**src/sv/cre_pkg.sv**
```systemverilog
package cre_pkg;

	localparam int CHAR_W = 8;

	localparam logic [CHAR_W-1:0] DASH_CHAR = 8'h2D;
	localparam logic [CHAR_W-1:0] NUL_CHAR  = 8'h00;

	// Character classes that can bound a range
	typedef enum logic [1:0] {
		CLS_NONE  = 2'd0,
		CLS_UPPER = 2'd1,
		CLS_LOWER = 2'd2,
		CLS_DIGIT = 2'd3
	} char_class_t;

	typedef enum logic [2:0] {
		ST_IDLE,
		ST_RUN,
		ST_DASH,
		ST_CHAR,
		ST_TAIL
	} state_t;

	// What the output register is loaded with
	typedef enum logic [1:0] {
		EMIT_RUN,
		EMIT_DASH,
		EMIT_CHAR,
		EMIT_TAIL
	} emit_sel_t;

	typedef struct packed {
		logic      accept;
		logic      emit;
		emit_sel_t sel;
	} cre_cmd_t;

	typedef struct packed {
		logic plan_run;
		logic plan_dash;
		logic plan_char;
		logic plan_tail;
		logic need_char;
		logic need_tail;
		logic run_done;
		logic out_free;
	} cre_sts_t;

	function automatic char_class_t char_class(input logic [CHAR_W-1:0] c);
		char_class_t r;
		r = CLS_NONE;
		if (c >= 8'h41 && c <= 8'h5A) r = CLS_UPPER;
		else if (c >= 8'h61 && c <= 8'h7A) r = CLS_LOWER;
		else if (c >= 8'h30 && c <= 8'h39) r = CLS_DIGIT;
		return r;
	endfunction

endpackage

```
**src/sv/cre_datapath.sv**
```systemverilog
module cre_datapath import cre_pkg::*; (
	input  logic              clk,
	input  logic              arst_n,
	input  cre_cmd_t          cmd,
	output cre_sts_t          sts,
	input  logic [CHAR_W-1:0] in_char,
	input  logic              in_last,
	output logic              out_valid,
	input  logic              out_ready,
	output logic [CHAR_W-1:0] out_char,
	output logic              out_run_last,
	output logic              out_string_end
);

	// String context
	logic              at_start_q;
	logic              pending_q;
	logic [CHAR_W-1:0] prev_q;
	logic [CHAR_W-1:0] start_q;

	// Item in work
	logic [CHAR_W-1:0] ch_q;
	logic [CHAR_W-1:0] cnt_q;
	logic              ends_q;
	logic              need_char_q;
	logic              need_tail_q;

	// Output register
	logic              valid_q;
	logic [CHAR_W-1:0] char_q;
	logic              last_q;
	logic              end_q;

	logic              nonnul;
	logic              ends;
	logic              mid;
	logic              range_ok;
	logic              pend_after;
	char_class_t       cls_ch;
	logic [CHAR_W:0]   start_inc;
	logic [CHAR_W-1:0] emit_char;
	logic              emit_last;

	always_comb begin
		nonnul     = (in_char != NUL_CHAR);
		ends       = in_last || !nonnul;
		mid        = nonnul && !at_start_q;
		cls_ch     = char_class(in_char);
		range_ok   = (cls_ch != CLS_NONE) && (cls_ch == char_class(start_q))
		             && (in_char > start_q);
		start_inc  = {1'b0, start_q} + {{CHAR_W{1'b0}}, 1'b1};
		pend_after = mid ? (in_char == DASH_CHAR) : pending_q;

		sts.plan_run  = mid && pending_q && range_ok && ({1'b0, in_char} > start_inc);
		sts.plan_dash = mid && pending_q && !range_ok;
		sts.plan_char = nonnul && (at_start_q || in_char != DASH_CHAR);
		sts.plan_tail = ends && pend_after;
		sts.need_char = need_char_q;
		sts.need_tail = need_tail_q;
		sts.run_done  = (cnt_q + 8'd1) == ch_q;
		sts.out_free  = !valid_q || out_ready;
	end

	// Result mux: a run char is never last, since the closing char always follows
	always_comb begin
		unique case (cmd.sel)
			EMIT_RUN: begin
				emit_char = cnt_q;
				emit_last = 1'b0;
			end
			EMIT_DASH: begin
				emit_char = DASH_CHAR;
				emit_last = !need_char_q && !need_tail_q;
			end
			EMIT_CHAR: begin
				emit_char = ch_q;
				emit_last = !need_tail_q;
			end
			EMIT_TAIL: begin
				emit_char = DASH_CHAR;
				emit_last = 1'b1;
			end
			default: begin
				emit_char = DASH_CHAR;
				emit_last = 1'b1;
			end
		endcase
	end

	always_ff @(posedge clk or negedge arst_n) begin
		if (!arst_n) begin
			at_start_q <= 1'b1;
			pending_q  <= 1'b0;
			prev_q     <= NUL_CHAR;
			start_q    <= NUL_CHAR;
		end else if (cmd.accept) begin
			if (nonnul) begin
				prev_q <= in_char;
				if (at_start_q) begin
					at_start_q <= 1'b0;
				end else begin
					pending_q <= (in_char == DASH_CHAR);
					if (in_char == DASH_CHAR) start_q <= prev_q;
				end
			end
			if (ends) begin
				at_start_q <= 1'b1;
				pending_q  <= 1'b0;
				prev_q     <= NUL_CHAR;
				start_q    <= NUL_CHAR;
			end
		end
	end

	// Item registers: latch on accept, step the run counter on each run char
	always_ff @(posedge clk) begin
		if (cmd.accept) begin
			ch_q        <= in_char;
			cnt_q       <= start_inc[CHAR_W-1:0];
			ends_q      <= ends;
			need_char_q <= sts.plan_char;
			need_tail_q <= sts.plan_tail;
		end else if (cmd.emit && cmd.sel == EMIT_RUN) begin
			cnt_q <= cnt_q + 8'd1;
		end
	end

	always_ff @(posedge clk or negedge arst_n) begin
		if (!arst_n) begin
			valid_q <= 1'b0;
		end else if (cmd.emit) begin
			valid_q <= 1'b1;
		end else if (out_ready) begin
			valid_q <= 1'b0;
		end
	end

	always_ff @(posedge clk) begin
		if (cmd.emit) begin
			char_q <= emit_char;
			last_q <= emit_last;
			end_q  <= emit_last && ends_q;
		end
	end

	assign out_valid      = valid_q;
	assign out_char       = char_q;
	assign out_run_last   = last_q;
	assign out_string_end = end_q;

endmodule

```
**src/sv/cre_ctrl.sv**
```systemverilog
module cre_ctrl import cre_pkg::*; (
	input  logic     clk,
	input  logic     arst_n,
	input  logic     in_valid,
	output logic     in_ready,
	input  cre_sts_t sts,
	output cre_cmd_t cmd
);

	state_t state_q;
	state_t state_d;

	always_ff @(posedge clk or negedge arst_n) begin
		if (!arst_n) state_q <= ST_IDLE;
		else state_q <= state_d;
	end

	// Next state
	always_comb begin
		state_d = state_q;
		unique case (state_q)
			ST_IDLE: begin
				if (in_valid) begin
					if (sts.plan_run) state_d = ST_RUN;
					else if (sts.plan_dash) state_d = ST_DASH;
					else if (sts.plan_char) state_d = ST_CHAR;
					else if (sts.plan_tail) state_d = ST_TAIL;
				end
			end
			ST_RUN: begin
				if (sts.out_free && sts.run_done) state_d = ST_CHAR;
			end
			ST_DASH: begin
				if (sts.out_free) begin
					if (sts.need_char) state_d = ST_CHAR;
					else if (sts.need_tail) state_d = ST_TAIL;
					else state_d = ST_IDLE;
				end
			end
			ST_CHAR: begin
				if (sts.out_free) state_d = sts.need_tail ? ST_TAIL : ST_IDLE;
			end
			ST_TAIL: begin
				if (sts.out_free) state_d = ST_IDLE;
			end
			default: state_d = ST_IDLE;
		endcase
	end

	// Outputs
	always_comb begin
		in_ready   = 1'b0;
		cmd.accept = 1'b0;
		cmd.emit   = 1'b0;
		cmd.sel    = EMIT_CHAR;
		unique case (state_q)
			ST_IDLE: begin
				in_ready   = 1'b1;
				cmd.accept = in_valid;
			end
			ST_RUN: begin
				cmd.emit = sts.out_free;
				cmd.sel  = EMIT_RUN;
			end
			ST_DASH: begin
				cmd.emit = sts.out_free;
				cmd.sel  = EMIT_DASH;
			end
			ST_CHAR: begin
				cmd.emit = sts.out_free;
				cmd.sel  = EMIT_CHAR;
			end
			ST_TAIL: begin
				cmd.emit = sts.out_free;
				cmd.sel  = EMIT_TAIL;
			end
			default: ;
		endcase
	end

	a_emit_free: assert property (@(posedge clk) disable iff (!arst_n)
		cmd.emit |-> sts.out_free)
		else $error("result loaded into a full output register");

	a_accept_idle: assert property (@(posedge clk) disable iff (!arst_n)
		cmd.accept |-> (state_q == ST_IDLE && !cmd.emit))
		else $error("request taken while an item is in work");

	a_run_exit: assert property (@(posedge clk) disable iff (!arst_n)
		state_q == ST_RUN |=> (state_q == ST_RUN || state_q == ST_CHAR))
		else $error("run left without its closing character");

	a_tail_done: assert property (@(posedge clk) disable iff (!arst_n)
		(state_q == ST_TAIL && sts.out_free) |=> state_q == ST_IDLE)
		else $error("trailing dash did not end the item");

endmodule

```
**src/sv/character_range_expander.sv**
```systemverilog
// Channel  | Direction | Signals                       | Contents
// ---------+-----------+-------------------------------+----------------------------------
// s_*      | in        | s_tvalid s_tready s_tdata     | tdata[7:0] in_char
//          |           | s_tlast                       | tlast in_last
// m_*      | out       | m_tvalid m_tready m_tdata     | tdata[7:0] out_char
//          |           | m_tlast m_tuser               | tlast run_last, tuser[0] string_end
//
// Flow: a request is taken while idle, then its results leave one per cycle while
//   m_tready does not stall, through the single output register; s_tready stays
//   low until the item's last result is loaded into that register.
// Reset: arst_n clears the controller, the string context and the output valid.
// Stalls: a held m_tready freezes emission; the output register lets a request
//   be taken while the last result of the previous one still waits.
module character_range_expander import cre_pkg::*; (
	input  logic              clk,
	input  logic              arst_n,
	input  logic              s_tvalid,
	output logic              s_tready,
	input  logic [CHAR_W-1:0] s_tdata,   // [7:0] in_char
	input  logic              s_tlast,   // in_last
	output logic              m_tvalid,
	input  logic              m_tready,
	output logic [CHAR_W-1:0] m_tdata,   // [7:0] out_char
	output logic              m_tlast,   // run_last
	output logic [0:0]        m_tuser    // [0] string_end
);

	cre_cmd_t cmd;
	cre_sts_t sts;
	logic     string_end;

	// Sequence each item: an optional run or copied dash, the char itself and a trailing dash, each only if planned
	cre_ctrl u_ctrl (
		.clk      (clk),
		.arst_n   (arst_n),
		.in_valid (s_tvalid),
		.in_ready (s_tready),
		.sts      (sts),
		.cmd      (cmd)
	);

	// Hold string context, plan each item on accept, drive the output register
	cre_datapath u_datapath (
		.clk            (clk),
		.arst_n         (arst_n),
		.cmd            (cmd),
		.sts            (sts),
		.in_char        (s_tdata),
		.in_last        (s_tlast),
		.out_valid      (m_tvalid),
		.out_ready      (m_tready),
		.out_char       (m_tdata),
		.out_run_last   (m_tlast),
		.out_string_end (string_end)
	);

	assign m_tuser = string_end;

endmodule
```
**config.mk**
```make
export PLATFORM = sky130hd
export DESIGN_NAME = character_range_expander
export DESIGN_NICKNAME = d
export VERILOG_FILES = /design/src/sv/cre_pkg.sv /design/src/sv/cre_datapath.sv /design/src/sv/cre_ctrl.sv /design/src/sv/character_range_expander.sv
export SDC_FILE = /design/constraint.sdc
export NUM_CORES = 1
export LEC_CHECK = 0
export ABC_AREA = 1
export BUFFER_PORTS_ARGS = -buffer_cell sky130_fd_sc_hd__buf_2
export CAP_MARGIN = 20
export CORE_MARGIN = 2
export CORE_UTILIZATION = 65
export DETAILED_ROUTE_END_ITERATION = 7
export PLACE_DENSITY = 0.85
export SLEW_MARGIN = 20
export SYNTH_ARGS = -nofsm -noshare
export SYNTH_HDL_FRONTEND = slang
export SYNTH_SLANG_ARGS = --single-unit
```
**constraint.sdc**
```tcl
create_clock -name clk -period 2.95 [get_ports clk]
set_input_delay 0.295 -clock clk [delete_from_list [all_inputs] [get_ports clk]]
set_output_delay 0.295 -clock clk [all_outputs]
set_load 0.02 [all_outputs]
```
==> impl_metrics.ini <==
[job]
maxCapViolCount = 0

[yosys]
ys_async_sr_fraction_pct = 43.1
ys_seq_elements = 51
synth.avg_cell_area_um2 = 8.02
yosysUniqueCellTypes = 35
synth_edf_count = 29
synthCells = 407
synth_largest_area_cell = edfxtp_1
ys_warn_count = 0
seq_area_frac_synth_pct = 43.6
synth_fp_nets = 440
synth_top_area_share_pct = 26.7
synthTopCellsByArea = edfxtp_1 (27%), dfrtp_1 (16%), nand2_1 (11%), ha_1 (7.7%), inv_1 (6.9%)
netlist_area_um2 = 3260
synth_ff_type = edfxtp_1

[worst_hold_path]
hold_class = in2reg

[worst_setup_path]
crit_slowest_cell = dfrtp_1
end_kind = flip-flop
cpPeakStageDelay_ps = 450
startpoint_type = flip-flop
criticalPathCategory = reg2reg
arrival_ps = 2530
critPathMaxFanout = 6
crit_required_ps = 3160
path_cells = ha_1 -> nand3_1 -> xor2_1 -> ha_1 -> nand2_1 -> inv_1 -> nand2_1 -> nand2_1 -> nand2_1 -> nand2_1 -> nand2_1 -> nand2_1 -> nand3_1 -> nor2_1 -> nor2_1 -> nand2_1 -> nand2_1 -> nand2_1 -> nand2_1
critical_path.most_common_cell = nand2_1

[timing]
fmax_mhz = 432
worst_pin_slew_ps = 789
maxSlewViolCount = 0
max_slew_margin_pct = 47.3
fin_skew_ps = 5.00
rsz0062_at_grt = no
finalSetupTns_ps = 0
post-route-period-util_pct = 78.5
setup_viol_count_final = 0
fin_crit_ps = 2320
timing.final.hold_violations = 0
fin_ws_ps = 634

[clocking]
cts.htree.levels = 2
cts-root-buf = clkbuf_8
cts_tree = built
clkLatencyLatePin_ps = 310
clkTransAtPathRegs_ps = 90
clk_path_buf_depth = 2
cts-resized-gates = 0
cts_sinks = 51
cts_buffers = 5

[global_routing]
track_usage_pct = 29.2
grt_max_degree = 23
grt_pass1_wl_mm = 12.4
antenna_found_initial = 0
grt_pass1_vias = 2819
grt_overflow = 0

[cells_and_area]
area_growth_pct = 9.16
nFillCells = 381
diodes = 0
fin_util_pct = 74.4
num-nets-final = 471
drive_above_1_share_pct = 15.7

[power]
leakage_uw = 0.00167
power_density_nw_per_um2 = 903
power_uw = 3220
ir_worst_vdd_v = 0.000389

[routing]
vias = 2850
drc_errors = 0
drt_first_pass_iters = 4
antenna_left = 0
drt_wl_total_mm = 7.27
drtIter0Drc = 145
via_per_inst = 5.63
routedWlPerCell_um = 14.4

[floorplan]
die_area_um2 = 5600
die_w_um = 74.9
initial_core_util_pct = 68.2
io_pins = 25
coreArea_um2 = 4790
fp.dieH_um = 74.9
num_rows = 25

[placement]
routabilityCongestion = 0.945
dp_slack_ps = 679
dp_hpwl_mm = 5.63
portBuffers = 24

[run_status]
status = finished, final reports clean
## cells by family (layout without fill, tap and decap cells)
| group | count (synthesis) | after routing | synth area share, % |
|---|---|---|---|
| fa+ha+maj | 20 | 20 | 7.67 |
| flops | 51 | 51 | 43.6 |
| compound gates | 55 | 55 | 9.85 |
| simple gates | 202 | 202 | 28.4 |
| xor+xnor | 8 | 8 | 2.15 |
| buf+inv | 71 | 103 | 8.36 |
## placed cells by master (no fill, tap or decap), types with 2 or more instances in the layout
master	synthesis	routed
nand2_1	96	96
inv_1	60	60
nor2_1	38	38
nand3_1	30	30
edfxtp_1	29	29
buf_2	2	24
dfrtp_1	21	21
o22ai_1	20	20
ha_1	20	20
o21ai_0	13	13
a21oi_1	11	11
nand2_2	8	8
inv_2	7	7
nor3_1	7	7
nor2_2	6	6
xor2_1	6	6
clkbuf_8	0	5
nand4_1	4	4
o21ai_1	4	4
nor3_2	3	3
nand3_2	3	3
clkinv_2	0	3
buf_4	1	3
xnor2_1	2	2
nand3b_1	2	2
a22oi_1	2	2
a21oi_2	2	2
## metrics by stage
stage	hold slack (ps)	area, um2	std cells
6_report	204	3560	506
5_1_grt	200	3560	506
4_1_cts	194	3560	506
3_5_place_dp	292	3470	497
3_3_place_gp	294	3470	497
2_1_floorplan	-0.591	3260	407
## state kept, by name, summed over array words and instances, names as in the netlist
name                       count
u_datapath.ch_q                8
u_datapath.need_char_q         1
u_datapath.start_q             8
u_datapath.ends_q              1
u_datapath.out_valid           1
u_datapath.cnt_q               8
u_datapath.need_tail_q         1
u_datapath.prev_q              8
u_datapath.at_start_q          1
u_datapath.pending_q           1
u_datapath.out_char            8
u_datapath.out_run_last        1
u_datapath.out_string_end      1
u_ctrl.state_q                 3
## final cells by class
type / instances / area [um2] / share of cell area, %
inverters: 67 / 251 / 7.06
well taps: 67 / 83.8 / 2.35
clock buffers: 5 / 68.8 / 1.93
clock inverters: 3 / 15.0 / 0.421
repair buffers: 28 / 153 / 4.29
flip-flops and latches: 51 / 1420 / 39.9
multi-input cells: 285 / 1570 / 44.0
## repair_timing
item | 4_1_cts | 5_1_grt
hold buffers | 1 | 0
setup buffers | 0 | 0
endpoints found under the hold margin | 21 | 0
endpoints found under the setup margin | 0 | 0
## cells in the mapped netlist (7+ instances only)
cell / number
inv_1: 60
o21ai_0: 13
o22ai_1: 20
nor3_1: 7
a21oi_1: 11
dfrtp_1: 21
nand2_2: 8
nor2_1: 38
ha_1: 20
nand3_1: 30
nand2_1: 96
inv_2: 7
edfxtp_1: 29
## worst paths after layout
kind,from,endpoint,slack (ps),cells past startpoint
max in group asynchronous,arst_n,u_datapath.at_start_q,2110,2
min in group asynchronous,arst_n,u_datapath.prev_q[1],480,2
worst max-delay path,u_datapath.start_q[0],u_ctrl.state_q[1],630,19
worst max register to register,u_datapath.start_q[0],u_ctrl.state_q[1],630,19
worst min register to register,u_datapath.pending_q,u_datapath.pending_q,530,2
worst min-delay path,s_tdata[0],u_datapath.ch_q[0],200,1
## report_power, final
group | leakage, uW | switching (uW) | total [uW] | internal [uW]
clock | 0.0000477 | 236 | 399 | 163
sequential | 0.000560 | 177 | 1300 | 1120
combinational | 0.00107 | 1000 | 1520 | 512
total | 0.00167 | 1420 | 3220 | 1800
## metal layers
| layer | vias to the layer above | wire length (um) | global-route usage [%] |
|---|---|---|---|
| met3 | 17 | 297 | 3.48 |
| met2 | 94 | 3720 | 51.2 |
| met1 | 1337 | 3060 | 35.5 |
| met5 | - | 0 | 0 |
| li1 | 1402 | - | - |
| met4 | 0 | 198 | 14.3 |
## worst max-delay path, delay by kind of cell (launching register included)
family	cells	cell delay, ps
flip-flops	1	450
XOR/XNOR	1	210
buffers and inverters	1	50
AND/OR/NAND/NOR	15	960
adder cells (fa/ha/maj)	2	550
Power figures use the tool's default switching activity.
